--- src/design/assert_macros.svh ---
// ---------------------------------------------------------------------------
// Assertion macros
// Shared concurrent assertion forms for the tokenizer RTL.
// ---------------------------------------------------------------------------
`ifndef ASSERT_MACROS_SVH
`define ASSERT_MACROS_SVH

// check that cons holds in the cycle in which ante holds
`define QAT_ASSERT_IMP(label, clk, rst, ante, cons) \
   label: assert property (@(posedge clk) disable iff (rst) (ante) |-> (cons)) \
      else $error("tokenizer assertion failed");

// check that cons holds in the cycle after ante holds
`define QAT_ASSERT_NEXT(label, clk, rst, ante, cons) \
   label: assert property (@(posedge clk) disable iff (rst) (ante) |=> (cons)) \
      else $error("tokenizer assertion failed");

`endif

--- src/design/qat_pkg.sv ---
// ---------------------------------------------------------------------------
// qat_pkg
// Types, character codes and result kinds of the quoted argument tokenizer.
// ---------------------------------------------------------------------------
package qat_pkg;

   localparam int unsigned DEFAULT_MAX_TOKENS  = 255;
   localparam int unsigned DEFAULT_QUEUE_DEPTH = 4;

   localparam logic [7:0] CH_NUL       = 8'h00;
   localparam logic [7:0] CH_BACKSLASH = 8'h5C;
   localparam logic [7:0] CH_SQUOTE    = 8'h27;
   localparam logic [7:0] CH_DQUOTE    = 8'h22;
   localparam logic [7:0] CH_SPACE     = 8'h20;

   localparam logic [1:0] KIND_CHAR      = 2'd0;
   localparam logic [1:0] KIND_TOKEN_END = 2'd1;
   localparam logic [1:0] KIND_DONE      = 2'd2;

   localparam logic [1:0] QUOTE_NONE   = 2'd0;
   localparam logic [1:0] QUOTE_SINGLE = 2'd1;
   localparam logic [1:0] QUOTE_DOUBLE = 2'd2;

   // one queued word: one or two results of a single input byte
   typedef struct packed {
      logic       two_results;
      logic [1:0] kind0;
      logic [7:0] byte0;
      logic [1:0] kind1;
      logic [7:0] byte1;
      logic [7:0] token_count;
   } op_type;

endpackage

--- src/design/qat_req_if.sv ---
// ---------------------------------------------------------------------------
// qat_req_if
// Input channel: one string byte or an end-of-string mark per word.
// ---------------------------------------------------------------------------
interface qat_req_if;
   logic       valid;
   logic       ready;
   logic [7:0] in_byte;
   logic       end_of_string;

   modport source (output valid, in_byte, end_of_string, input ready);
   modport sink   (input valid, in_byte, end_of_string, output ready);
endinterface

--- src/design/qat_rsp_if.sv ---
// ---------------------------------------------------------------------------
// qat_rsp_if
// Result channel: token characters, token ends and string done marks.
// ---------------------------------------------------------------------------
interface qat_rsp_if;
   logic       valid;
   logic       ready;
   logic [1:0] kind;
   logic [7:0] out_byte;
   logic [7:0] token_count;
   logic       last;

   modport source (output valid, kind, out_byte, token_count, last, input ready);
   modport sink   (input valid, kind, out_byte, token_count, last, output ready);
endinterface

--- src/design/qat_front.sv ---
// ---------------------------------------------------------------------------
// qat_front
// Classify each input byte, update the scanner state and queue its results.
// ---------------------------------------------------------------------------
module qat_front
   import qat_pkg::*;
#(
   parameter int unsigned MAX_TOKENS = DEFAULT_MAX_TOKENS
) (
   input  logic       clock,
   input  logic       reset,
   input  logic       in_valid,
   output logic       in_ready,
   input  logic [7:0] in_byte,
   input  logic       end_of_string,
   input  logic       queue_full,
   output logic       push,
   output op_type     push_op
);

   localparam logic [7:0] CountCap = (MAX_TOKENS > 255) ? 8'd255 : 8'(MAX_TOKENS);

   logic       inside_token_ff, inside_token_in;
   logic [1:0] scan_quote_ff, scan_quote_in;
   logic [1:0] emit_quote_ff, emit_quote_in;
   logic       prev_bs_ff, prev_bs_in;
   logic [7:0] tokens_done_ff, tokens_done_in;

   logic       accept;
   logic       eos;
   logic       has_results;
   logic [7:0] count_inc;
   logic [1:0] sq_cur;
   logic [1:0] eq_cur;
   logic       bs_cur;
   logic [1:0] qcode;

   assign in_ready  = !queue_full;
   assign accept    = in_valid && in_ready;
   assign push      = accept && has_results;
   assign eos       = end_of_string || (in_byte == CH_NUL);
   assign count_inc = (tokens_done_ff < CountCap) ? tokens_done_ff + 8'd1 : tokens_done_ff;
   assign sq_cur    = inside_token_ff ? scan_quote_ff : QUOTE_NONE;
   assign eq_cur    = inside_token_ff ? emit_quote_ff : QUOTE_NONE;
   assign bs_cur    = inside_token_ff && prev_bs_ff;
   assign qcode     = (in_byte == CH_SQUOTE) ? QUOTE_SINGLE : QUOTE_DOUBLE;

   always_comb begin
      inside_token_in     = inside_token_ff;
      scan_quote_in       = scan_quote_ff;
      emit_quote_in       = emit_quote_ff;
      prev_bs_in          = prev_bs_ff;
      tokens_done_in      = tokens_done_ff;
      has_results         = 1'b0;
      push_op.two_results = 1'b0;
      push_op.kind0       = KIND_CHAR;
      push_op.byte0       = in_byte;
      push_op.kind1       = KIND_CHAR;
      push_op.byte1       = in_byte;
      push_op.token_count = tokens_done_ff;
      if (eos) begin
         has_results         = 1'b1;
         push_op.two_results = inside_token_ff;
         push_op.kind0       = inside_token_ff ? KIND_TOKEN_END : KIND_DONE;
         push_op.byte0       = 8'd0;
         push_op.kind1       = KIND_DONE;
         push_op.byte1       = 8'd0;
         push_op.token_count = inside_token_ff ? count_inc : tokens_done_ff;
         inside_token_in     = 1'b0;
         scan_quote_in       = QUOTE_NONE;
         emit_quote_in       = QUOTE_NONE;
         prev_bs_in          = 1'b0;
         tokens_done_in      = 8'd0;
      end else if (inside_token_ff || in_byte != CH_SPACE) begin
         inside_token_in = 1'b1;
         scan_quote_in   = sq_cur;
         emit_quote_in   = eq_cur;
         prev_bs_in      = 1'b0;
         if (in_byte == CH_SPACE && sq_cur == QUOTE_NONE && !bs_cur) begin
            inside_token_in     = 1'b0;
            tokens_done_in      = count_inc;
            has_results         = 1'b1;
            push_op.kind0       = KIND_TOKEN_END;
            push_op.byte0       = 8'd0;
            push_op.token_count = count_inc;
         end else if (in_byte == CH_SQUOTE || in_byte == CH_DQUOTE) begin
            scan_quote_in = (sq_cur == qcode) ? QUOTE_NONE : qcode;
            if (eq_cur == QUOTE_NONE) begin
               emit_quote_in = qcode;
            end else if (eq_cur == qcode) begin
               emit_quote_in = QUOTE_NONE;
            end else begin
               has_results = 1'b1;
            end
         end else if (in_byte != CH_BACKSLASH) begin
            has_results = 1'b1;
            if (bs_cur && in_byte != CH_SPACE) begin
               push_op.two_results = 1'b1;
               push_op.byte0       = CH_BACKSLASH;
            end
         end else begin
            prev_bs_in = 1'b1;
         end
      end
   end

   always_ff @(posedge clock) begin
      if (reset) begin
         inside_token_ff <= 1'b0;
         scan_quote_ff   <= QUOTE_NONE;
         emit_quote_ff   <= QUOTE_NONE;
         prev_bs_ff      <= 1'b0;
         tokens_done_ff  <= 8'd0;
      end else if (accept) begin
         inside_token_ff <= inside_token_in;
         scan_quote_ff   <= scan_quote_in;
         emit_quote_ff   <= emit_quote_in;
         prev_bs_ff      <= prev_bs_in;
         tokens_done_ff  <= tokens_done_in;
      end
   end

endmodule

--- src/design/qat_queue.sv ---
// ---------------------------------------------------------------------------
// qat_queue
// Short first-in first-out queue of result words between front and back.
// ---------------------------------------------------------------------------
module qat_queue
   import qat_pkg::*;
#(
   parameter int unsigned DEPTH = DEFAULT_QUEUE_DEPTH
) (
   input  logic   clock,
   input  logic   reset,
   input  logic   push,
   input  op_type push_op,
   output logic   full,
   input  logic   pop,
   output logic   head_valid,
   output op_type head_op
);

   localparam int unsigned PtrWidth = (DEPTH > 1) ? $clog2(DEPTH) : 1;
   localparam int unsigned CntWidth = $clog2(DEPTH + 1);
   localparam logic [PtrWidth-1:0] LastSlot = PtrWidth'(DEPTH - 1);
   localparam logic [CntWidth-1:0] FullCount = CntWidth'(DEPTH);

   op_type                entries_ff [DEPTH];
   logic [PtrWidth-1:0]   wr_ptr_ff, wr_ptr_in;
   logic [PtrWidth-1:0]   rd_ptr_ff, rd_ptr_in;
   logic [CntWidth-1:0]   fill_ff, fill_in;
   logic                  do_pop;

   assign full       = (fill_ff == FullCount);
   assign head_valid = (fill_ff != '0);
   assign head_op    = entries_ff[rd_ptr_ff];
   assign do_pop     = pop && head_valid;

   always_comb begin
      wr_ptr_in = wr_ptr_ff;
      rd_ptr_in = rd_ptr_ff;
      fill_in   = fill_ff;
      if (push) begin
         wr_ptr_in = (wr_ptr_ff == LastSlot) ? '0 : wr_ptr_ff + 1'b1;
      end
      if (do_pop) begin
         rd_ptr_in = (rd_ptr_ff == LastSlot) ? '0 : rd_ptr_ff + 1'b1;
      end
      case ({push, do_pop})
         2'b10:   fill_in = fill_ff + 1'b1;
         2'b01:   fill_in = fill_ff - 1'b1;
         default: fill_in = fill_ff;
      endcase
   end

   always_ff @(posedge clock) begin
      if (reset) begin
         wr_ptr_ff <= '0;
         rd_ptr_ff <= '0;
         fill_ff   <= '0;
      end else begin
         wr_ptr_ff <= wr_ptr_in;
         rd_ptr_ff <= rd_ptr_in;
         fill_ff   <= fill_in;
      end
   end

   always_ff @(posedge clock) begin
      if (push) begin
         entries_ff[wr_ptr_ff] <= push_op;
      end
   end

endmodule

--- src/design/qat_back.sv ---
// ---------------------------------------------------------------------------
// qat_back
// Unpack queued words into single results through the output register.
// ---------------------------------------------------------------------------
module qat_back
   import qat_pkg::*;
(
   input  logic       clock,
   input  logic       reset,
   input  logic       head_valid,
   input  op_type     head_op,
   output logic       pop,
   output logic       out_valid,
   input  logic       out_ready,
   output logic [1:0] out_kind,
   output logic [7:0] out_byte,
   output logic [7:0] out_count,
   output logic       out_last
);

   logic       valid_ff, valid_in;
   logic       phase_ff, phase_in;
   logic [1:0] kind_ff;
   logic [7:0] byte_ff;
   logic [7:0] count_ff;
   logic       last_ff;
   logic       load;
   logic       final_result;

   assign load         = head_valid && (!valid_ff || out_ready);
   assign final_result = phase_ff || !head_op.two_results;
   assign pop          = load && final_result;

   always_comb begin
      valid_in = valid_ff;
      phase_in = phase_ff;
      if (load) begin
         valid_in = 1'b1;
         phase_in = !final_result;
      end else if (out_ready) begin
         valid_in = 1'b0;
      end
   end

   always_ff @(posedge clock) begin
      if (reset) begin
         valid_ff <= 1'b0;
         phase_ff <= 1'b0;
      end else begin
         valid_ff <= valid_in;
         phase_ff <= phase_in;
      end
   end

   always_ff @(posedge clock) begin
      if (load) begin
         kind_ff  <= phase_ff ? head_op.kind1 : head_op.kind0;
         byte_ff  <= phase_ff ? head_op.byte1 : head_op.byte0;
         count_ff <= head_op.token_count;
         last_ff  <= final_result;
      end
   end

   assign out_valid = valid_ff;
   assign out_kind  = kind_ff;
   assign out_byte  = byte_ff;
   assign out_count = count_ff;
   assign out_last  = last_ff;

endmodule

--- src/design/quoted_argument_tokenizer_top.sv ---
// ---------------------------------------------------------------------------
// quoted_argument_tokenizer_top
// Shell-like argument tokenizer over a byte stream.
// ---------------------------------------------------------------------------
// Channels: req carries one string byte per word, or an end-of-string mark
// (end_of_string set, or a zero byte). rsp carries results: token
// characters, token ends and a string done word with the final token count.
// The last flag marks the final result of one input word; spaces outside a
// token, backslashes and matched quotes give no result at all.
// Path: a taken input word is written into a queue entry, then its results
// pass through the output register behind every result queued ahead of it.
// Throughput: one input word per cycle while the queue is not full; the
// output register delivers one result per cycle while rsp is ready; a word
// with two results (escaped character, token closed at end of string) is
// unpacked one result at a time. Reset: synchronous; clears token state,
// count, queue and output valid flag. Stall: when rsp is held off, the queue
// of QUEUE_DEPTH words absorbs input; req.ready drops only when it is full.
// ---------------------------------------------------------------------------
`include "assert_macros.svh"

module quoted_argument_tokenizer_top
   import qat_pkg::*;
#(
   parameter int unsigned MAX_TOKENS  = DEFAULT_MAX_TOKENS,
   parameter int unsigned QUEUE_DEPTH = DEFAULT_QUEUE_DEPTH
) (
   input logic         clock,
   input logic         reset,
   qat_req_if.sink     req,
   qat_rsp_if.source   rsp
);

   localparam logic [7:0] CountCap = (MAX_TOKENS > 255) ? 8'd255 : 8'(MAX_TOKENS);

   logic   q_push;
   op_type q_push_op;
   logic   q_full;
   logic   q_pop;
   logic   q_head_valid;
   op_type q_head_op;
   logic   done_pair;

   qat_front #(
      .MAX_TOKENS(MAX_TOKENS)
   ) u_front (
      .clock         (clock),
      .reset         (reset),
      .in_valid      (req.valid),
      .in_ready      (req.ready),
      .in_byte       (req.in_byte),
      .end_of_string (req.end_of_string),
      .queue_full    (q_full),
      .push          (q_push),
      .push_op       (q_push_op)
   );

   qat_queue #(
      .DEPTH(QUEUE_DEPTH)
   ) u_queue (
      .clock      (clock),
      .reset      (reset),
      .push       (q_push),
      .push_op    (q_push_op),
      .full       (q_full),
      .pop        (q_pop),
      .head_valid (q_head_valid),
      .head_op    (q_head_op)
   );

   qat_back u_back (
      .clock      (clock),
      .reset      (reset),
      .head_valid (q_head_valid),
      .head_op    (q_head_op),
      .pop        (q_pop),
      .out_valid  (rsp.valid),
      .out_ready  (rsp.ready),
      .out_kind   (rsp.kind),
      .out_byte   (rsp.out_byte),
      .out_count  (rsp.token_count),
      .out_last   (rsp.last)
   );

   assign done_pair = q_push && q_push_op.kind1 == KIND_DONE && q_push_op.two_results;

   `QAT_ASSERT_IMP(a_no_push_when_full, clock, reset, q_push, !q_full)
   `QAT_ASSERT_IMP(a_count_capped, clock, reset, rsp.valid, rsp.token_count <= CountCap)
   `QAT_ASSERT_IMP(a_done_is_last, clock, reset, rsp.valid && rsp.kind == KIND_DONE, rsp.last)
   `QAT_ASSERT_NEXT(a_done_clears_count, clock, reset, done_pair, u_front.tokens_done_ff == 8'd0)

endmodule
--- src/flat_wrapper.sv ---
// flat-port wrapper written by rule: the top's interface ports become plain ports
module quoted_argument_tokenizer_top_flat import qat_pkg::*;
#(
   parameter int unsigned MAX_TOKENS  = DEFAULT_MAX_TOKENS,
   parameter int unsigned QUEUE_DEPTH = DEFAULT_QUEUE_DEPTH
)
  (clock, reset, req_valid, req_in_byte, req_end_of_string, req_ready, rsp_valid, rsp_kind, rsp_out_byte, rsp_token_count, rsp_last, rsp_ready);
  qat_req_if req_i ();
  qat_rsp_if rsp_i ();
  input logic clock;
  input logic reset;
  input wire logic [$bits(req_i.valid)-1:0] req_valid;
  input wire logic [$bits(req_i.in_byte)-1:0] req_in_byte;
  input wire logic [$bits(req_i.end_of_string)-1:0] req_end_of_string;
  output wire logic [$bits(req_i.ready)-1:0] req_ready;
  output wire logic [$bits(rsp_i.valid)-1:0] rsp_valid;
  output wire logic [$bits(rsp_i.kind)-1:0] rsp_kind;
  output wire logic [$bits(rsp_i.out_byte)-1:0] rsp_out_byte;
  output wire logic [$bits(rsp_i.token_count)-1:0] rsp_token_count;
  output wire logic [$bits(rsp_i.last)-1:0] rsp_last;
  input wire logic [$bits(rsp_i.ready)-1:0] rsp_ready;
  assign req_i.valid = req_valid;
  assign req_i.in_byte = req_in_byte;
  assign req_i.end_of_string = req_end_of_string;
  assign req_ready = req_i.ready;
  assign rsp_valid = rsp_i.valid;
  assign rsp_kind = rsp_i.kind;
  assign rsp_out_byte = rsp_i.out_byte;
  assign rsp_token_count = rsp_i.token_count;
  assign rsp_last = rsp_i.last;
  assign rsp_i.ready = rsp_ready;
  quoted_argument_tokenizer_top #(.MAX_TOKENS(MAX_TOKENS), .QUEUE_DEPTH(QUEUE_DEPTH)) u_core (.clock(clock), .reset(reset), .req(req_i), .rsp(rsp_i));
endmodule
--- config.mk ---
export PLATFORM = sky130hd
export DESIGN_NAME = quoted_argument_tokenizer_top_flat
export DESIGN_NICKNAME = d
export VERILOG_FILES = /design/src/design/qat_pkg.sv /design/src/design/qat_req_if.sv /design/src/design/qat_rsp_if.sv /design/src/design/qat_front.sv /design/src/design/qat_queue.sv /design/src/design/qat_back.sv /design/src/design/quoted_argument_tokenizer_top.sv /design/src/flat_wrapper.sv
export VERILOG_INCLUDE_DIRS = /design/src /design/src/design
export SDC_FILE = /design/constraint.sdc
export NUM_CORES = 1
export LEC_CHECK = 0
export ABC_AREA = 1
export BUFFER_PORTS_ARGS = -buffer_cell sky130_fd_sc_hd__buf_2
export CAP_MARGIN = 10
export CORE_MARGIN = 3
export CORE_UTILIZATION = 56
export CTS_BUF_LIST = sky130_fd_sc_hd__clkbuf_16
export DETAILED_ROUTE_END_ITERATION = 10
export PLACE_DENSITY = 0.81
export SETUP_SLACK_MARGIN = 0.4
export SYNTH_ARGS = -nofsm -noshare
export SYNTH_HDL_FRONTEND = slang
export SYNTH_SLANG_ARGS = --single-unit
export TNS_END_PERCENT = 30
--- constraint.sdc ---
create_clock -name clock -period 4.81 [get_ports clock]
set_input_delay 0.7215 -clock clock [delete_from_list [all_inputs] [get_ports clock]]
set_output_delay 0.7215 -clock clock [all_outputs]
set_load 0.02 [all_outputs]
==> out/metrics.yaml, run 1 <==
grt:
  grt-busiest-layer: "met2"
  met2_usage: 0.369
  grtUsageMet1: 0.291
  antenna_found_initial: 0
  grt_pass1_wl_mm: 22.8
  grt_pass1_vias: 4714
  grt_overflow: 0
  grt_usage: 0.226
  gr-usage-met3: 0.0570
  grt_max_degree: 58
sta:
  holdWs_ps: 471
  skew_ps: 6.38
  relSlewSlack: 0.444
  final-setup-viol-count: 0
  fin_crit_ps: 3120
  slew_viol_final: 0
  clock.fmax_mhz: 321
  worstMarginPinSlew_ps: 833
  period_share: 0.648
  rsz0062_at_grt: "no"
  hold_violations: 0
  tns_ps: 0
clocking:
  root_buffer: "clkbuf_16"
  cts_buffer_depth: 2
  cts-hold-fix-buffers: 0
  cts_tree: "yes"
  ctsResizeCount: 0
  h-tree-depth: 4
  postCtsSetupBuffers: 0
  cts_sinks: 156
  cts_buffers: 17
  clk_pin_slew_ps: 60
  insertion_delay_ps: 420
floorplan:
  die-area_um2: 13500
  die_h_um: 116
  die_x_um: 116
  pin_count: 34
  floorplan.initialDensity: 0.585
  fp-row-count: 39
  core_area_um2: 11600
critical_path:
  max_stage_delay_ps: 690
  crit_slowest_cell: "inv_1"
  arrival_ps: 3480
  startpoint_type: "register"
  cp.required_ps: 5170
  cp-end-kind: "register"
  cpLargestDelayFamily: "buffers and inverters"
  crit_path_max_fanout: 57
  crit_chain: "buf_4 > inv_1 > nor2_1 > o22ai_1 > nand2_1 > nand2_1 > inv_1 > ha_1 > fa_1 > a21oi_1 > o21a_1 > o21ai_0 > a21oi_1"
  path_class: "reg2reg"
  path_buf_inv: 3
logic_synthesis:
  ys_types: 31
  synthesis.nets: 669
  synth_compound_area_frac: 0.106
  synth_xor_area_frac: 0.00258
  synthCells: 648
  syn_area_um2: 6790
  synthMuxAreaShare: 0
  synth.avg_cell_area_um2: 10.5
  synth-adder-area-share: 0.0158
  seq_area_frac_synth: 0.653
  synth_top_family_by_area: "simple AND/OR/NAND/NOR gates"
  yosysWarnings: 0
  yosys.area_share.simple: 0.176
  ys_seq_elements: 156
detailed_routing:
  final_antenna_net_count: 0
  drc: 0
  first_iter_violations: 449
  first_pass_iters: 6
  post_drt_wl_per_cell_um: 16.7
  dr_total_vias: 4824
  via_per_inst: 5.74
  drt-total-wl_mm: 14.0
pwr:
  peakVddDrop_mv: 0.296
  p_total_w: 0.00411
  p_leak_nw: 3.01
  comb_power_share: 0.239
  pwr_density_cell_nw_per_um2: 537
  p_clk_frac: 0.304
  switchingPower_w: 0.00130
  seq_power_share: 0.457
  swShare: 0.315
  internal_power_w: 0.00281
placed_design:
  gp_congestion: 0.909
  port_buffers: 33
  hpwlAfterDp_mm: 8.95
final_layout:
  syn_to_final_growth_pct: 12.8
  diodes: 0
  final_cell_mix: "edfxtp_1 (131), nor2_1 (102), nand2_1 (102)"
  final_common_cell: "edfxtp_1"
  layout-drive-gt1-share: 0.139
  fin_nets: 705
hold_path:
  worstHoldPathType: "reg2reg"
outcome:
  run_status: "completed"
run:
  cap_violations: 0
sequential cells by signal, indices dropped and copies added, names as in the netlist, named ones only:
| register | count |
|---|---|
| u_core.u_back.out_byte | 8 |
| u_core.u_back.out_last | 1 |
| u_core.u_back.out_kind | 2 |
| u_core.u_back.out_valid | 1 |
| u_core.u_back.out_count | 8 |
| u_core.u_front.tokens_done_ff | 8 |
| u_core.u_queue.rd_ptr_ff | 2 |
| u_core.u_front.prev_bs_ff | 1 |
| u_core.u_front.scan_quote_ff | 2 |
| u_core.u_front.emit_quote_ff | 2 |
| u_core.u_front.inside_token_ff | 1 |
| u_core.u_back.phase_ff | 1 |
| u_core.u_queue.entries_ff | 112 |
| u_core.u_queue.fill_ff | 3 |
| u_core.u_queue.wr_ptr_ff | 2 |
through the flow:
step / utilization / cells / worst slack [ps] / instance area, um2
after global routing: 0.659 / 840 / 1370 / 7660
final: 0.659 / 840 / 1690 / 7660
after floorplan: - / 648 / 1680 / 6790
after CTS: 0.659 / 840 / 1700 / 7660
after detailed placement: 0.611 / 808 / 1590 / 7100
after global placement: 0.611 / 808 / 1670 / 7100
logic make-up (layout without fill, tap and decap cells):
family,count (synthesis),count (layout)
simple gates,272,272
flops,156,156
compound gates,132,132
buf+inv,78,127
fa+ha+maj,8,8
xor+xnor,2,2
Yosys cell counts:
cell,instances,area (um2)
edfxtp_1,131,3930
nor2_1,107,402
nand2_1,102,383
o21ai_0,74,370
inv_1,51,191
nand3_1,29,145
o22ai_1,28,175
dfxtp_1,25,500
a21oi_1,23,115
clkbuf_1,18,67.6
nand4_1,10,62.6
ha_1,7,87.6
nor2_2,7,43.8
nor2_4,5,56.3
buf_2,4,20.0
nor3_1,4,20.0
nand2_2,3,18.8
nand2_4,3,33.8
o211ai_1,3,22.5
buf_6,2,22.5
xor2_1,2,17.5
clkbuf_2,1,5.00
clkinv_1,1,3.75
fa_1,1,20.0
inv_2,1,3.75
nand3b_2,1,11.3
nor2_8,1,20.0
o21a_1,1,7.51
o21ai_1,1,5.00
o21ai_2,1,8.76
o21ai_4,1,16.3
worst register-to-register path, cell delays in order, from the launching register on:
cell,delay [ps]
dfxtp_1,300
buf_4,290
inv_1,700
nor2_1,90
o22ai_1,180
nand2_1,90
nand2_1,110
inv_1,90
ha_1,250
fa_1,450
a21oi_1,160
o21a_1,150
o21ai_0,70
a21oi_1,130
area by class of cell:
class | instances | area, um2
inverters | 53 | 199
clock buffers | 17 | 425
repair buffers | 42 | 233
flip-flops and latches | 156 | 4430
fillers | 875 | 3960
clock inverters | 15 | 134
multi-input cells | 414 | 2050
well taps | 143 | 179
layer usage:
metal,vias up,routed length [um]
met2,199,6920
met5,-,0
met4,0,248
met3,29,1160
li1,2318,-
met1,2278,5720
path summary, 6_finish.rpt:
check	from	to	slack (ps)	cells after the start
worst min-delay path	u_core.u_front.emit_quote_ff[0]	u_core.u_front.emit_quote_ff[0]	470	2
worst min register to register	u_core.u_front.emit_quote_ff[0]	u_core.u_front.emit_quote_ff[0]	470	2
worst max-delay path	register	u_core.u_queue.fill_ff[2]	1690	13
worst max register to register	register	u_core.u_queue.fill_ff[2]	1690	13
power groups by stage:
stage / sequential (W) / combinational (W) / clock [W]
6_report: 0.00188 / 0.000980 / 0.00125
5_1_grt: 0.00190 / 0.00110 / 0.00133
4_1_cts: 0.00188 / 0.000988 / 0.00126
3_5_place_dp: 0.00190 / 0.000981 / 0
3_3_place_gp: 0.00189 / 0.000940 / 0
2_1_floorplan: 0.00199 / 0.000577 / 0
No activity file was read; power rests on OpenSTA's default activity.
==> run 2: changes to the inputs <==
clock period = 3.2 ns   (was 4.81 ns; I/O delays follow)
==> run 2 against run 1 <==
Combinational power grew 57%; fmax grew 23%; count of clock-buffer cells in the layout is the same; global-route usage grew 0.54 points; sequential power grew 49%; sequential share of layout area shrank 0.19 points; wire length grew 3.6%; utilization grew 0.24 points; worst setup slack lost 1000 ps; register-to-register slack lost 1000 ps; die area is the same.
==> out/metrics.yaml, run 2 (synthesis gave the netlist of run 1 again) <==
outcome:
  run_status: "completed"
placed_design:
  gp_congestion: 0.886  # -2.4%
  placed_cell_area_um2: 7130  # +0.42%
  numPlacedInstances: 812  # +0.50%
  port_buffers: 33  # unchanged
  hpwlAfterDp_mm: 9.07  # +1.3%
detailed_routing:
  final_antenna_net_count: 0  # unchanged
  first_iter_violations: 587  # +31%
  drc: 0  # unchanged
  first_pass_iters: 7  # +1
  dr_total_vias: 4909  # +1.8%
  via_per_inst: 5.82  # +1.4%
  post_drt_wl_per_cell_um: 17.3  # +3.3%
  drt-total-wl_mm: 14.6  # +3.6%
pwr:
  pwr_density_cell_nw_per_um2: 810  # +51%
  p_leak_nw: 3.02  # +0.36%
  peakVddDrop_mv: 0.390  # +32%
sta:
  tns_ps: 0  # unchanged
  rsz0062_at_grt: "no"
  clock.fmax_mhz: 396  # +23%
  slew_viol_final: 0  # unchanged
  hold_violations: 0  # unchanged
  relSlewSlack: 0.656  # +0.212
  final-setup-viol-count: 0  # unchanged
  fin_crit_ps: 2530  # -593 ps
  worstMarginPinSlew_ps: 516  # -317 ps
  skew_ps: 7.80  # +1.42 ps
  period_share: 0.789  # +0.141
critical_path:
  path_class: "reg2reg"
  cp.required_ps: 3550  # -1620 ps
  cp-end-kind: "register"
  rrSetupSlack_ps: 670  # -1020 ps
  r2r-end: "u_core.u_queue.fill_ff[2]"
  arrival_ps: 2880  # -600 ps
  r2r_cells: 11  # -2
  crit_path_max_fanout: 11  # -81%
  startpoint_type: "register"
floorplan:
  pin_count: 34  # unchanged
  die-area_um2: 13500  # unchanged
  die_h_um: 116  # unchanged
  core_area_um2: 11600  # unchanged
  die_x_um: 116  # unchanged
  fp-row-count: 39  # unchanged
  floorplan.initialDensity: 0.585  # unchanged
clocking:
  cts_buffers: 17  # unchanged
  h-tree-depth: 4  # unchanged
  cts_sinks: 156  # unchanged
  insertion_delay_ps: 420  # about the same
  root_buffer: "clkbuf_16"
  clk_pin_slew_ps: 60  # about the same
  cts_buffer_depth: 2  # unchanged
  cts_tree: "yes"
  postCtsSetupBuffers: 0  # unchanged
final_layout:
  multi_input_area_um2: 2050  # unchanged
  nFillCells: 875  # unchanged
  syn_to_final_growth_pct: 13.2
  fin_area_um2: 7690  # +0.36%
  finalNonFillerCells: 843  # +0.36%
  layout-drive-gt1-share: 0.146  # +0.00655
  largest_reg_flops: 112  # unchanged
  final_cell_mix: "edfxtp_1 (131), nor2_1 (102), nand2_1 (102)"
  top_register: "u_core.u_queue.entries_ff"
  final_common_cell: "edfxtp_1"
  fin_nets: 709  # +0.57%
  diodes: 0  # unchanged
  regArea_um2: 4440  # about the same
grt:
  grt_overflow: 0  # unchanged
  grt_pass1_vias: 4724  # +0.21%
  grt_usage: 0.232  # +0.00544
  grt_max_degree: 53  # -8.6%
  grt_pass1_wl_mm: 23.3  # +2.2%
  antenna_found_initial: 0  # unchanged
hold_path:
  hold_start: "reset"
  worstHoldPathType: "in2reg"
  hold_end: "u_core.u_front.emit_quote_ff[0]"
  min_path_cells: 2  # unchanged
run:
  cap_violations: 0  # unchanged
## run 2: cell types whose count changed in the layout (fill, tap and decap cells not counted)
| cell | previous run | this run |
|---|---|---|
| clkinv_1 | 4 | 5 |
| buf_4 | 9 | 13 |
| dfxtp_2 | 0 | 1 |
| dfxtp_1 | 25 | 24 |
| inv_1 | 53 | 51 |
## run 2: metrics by stage
stage | setup slack, ps | power, W | utilization | hold slack (ps)
floorplan | 315 | 0.00386 | - | 443
global placement | 447 | 0.00428 | 0.614 | 457
detailed placement | 375 | 0.00437 | 0.614 | 456
CTS | 525 | 0.00625 | 0.662 | 351
global route | 414 | 0.00654 | 0.662 | 381
finish | 675 | 0.00623 | 0.662 | 363
## run 2: metal layers
metal  vias to the layer above  global-route usage  part of all wire
met5                         -                   0                 0
li1                       2321                   -                 -
met3                        33              0.0518             0.070
met1                      2333               0.308              0.42
met2                       222               0.367              0.49
met4                         0               0.108             0.023
## run 2: how the worst max path moves through the flow
stage / from / to / slack [ps] / cells past startpoint
after floorplan: req_in_byte[2] / u_core.u_queue.entries_ff[0][0] / 320 / 7
after detailed placement: req_in_byte[2] / u_core.u_queue.fill_ff[2] / 370 / 13
after CTS: u_core.u_front.inside_token_ff / u_core.u_queue.fill_ff[2] / 520 / 13
final: register / u_core.u_queue.fill_ff[2] / 670 / 11
after global routing: register / u_core.u_queue.fill_ff[2] / 410 / 11
after global placement: req_in_byte[2] / u_core.u_queue.fill_ff[2] / 450 / 13
## run 2: timing repair
action,in CTS,in global routing
setup endpoints to repair,0,2
hold buffers,0,0
resized for setup,0,1
## run 2: area by class of cell
cell class / instances / share of cell area
clock buffers: 17 / 0.0553
multi-input cells: 414 / 0.267
flip-flops and latches: 156 / 0.577
well taps: 143 / 0.0233
repair buffers: 46 / 0.0342
inverters: 53 / 0.0259
clock inverters: 14 / 0.0169
## run 2: critical path: stages (launching register included)
cell and delay, ps:
dfxtp_1 580, o21ai_0 160, o22ai_1 170, nand2_1 100
nand2_1 120, inv_1 110, ha_1 260, fa_1 440
a21oi_1 150, o21a_1 140, o21ai_0 70, a21oi_1 140
## run 2: power by group
part / leakage (nW) / switching (W) / total, W / internal, W
sequential: 1.44 / 0.000136 / 0.00280 / 0.00266
clock: 0.264 / 0.000759 / 0.00189 / 0.00113
combinational: 1.31 / 0.00109 / 0.00154 / 0.000458
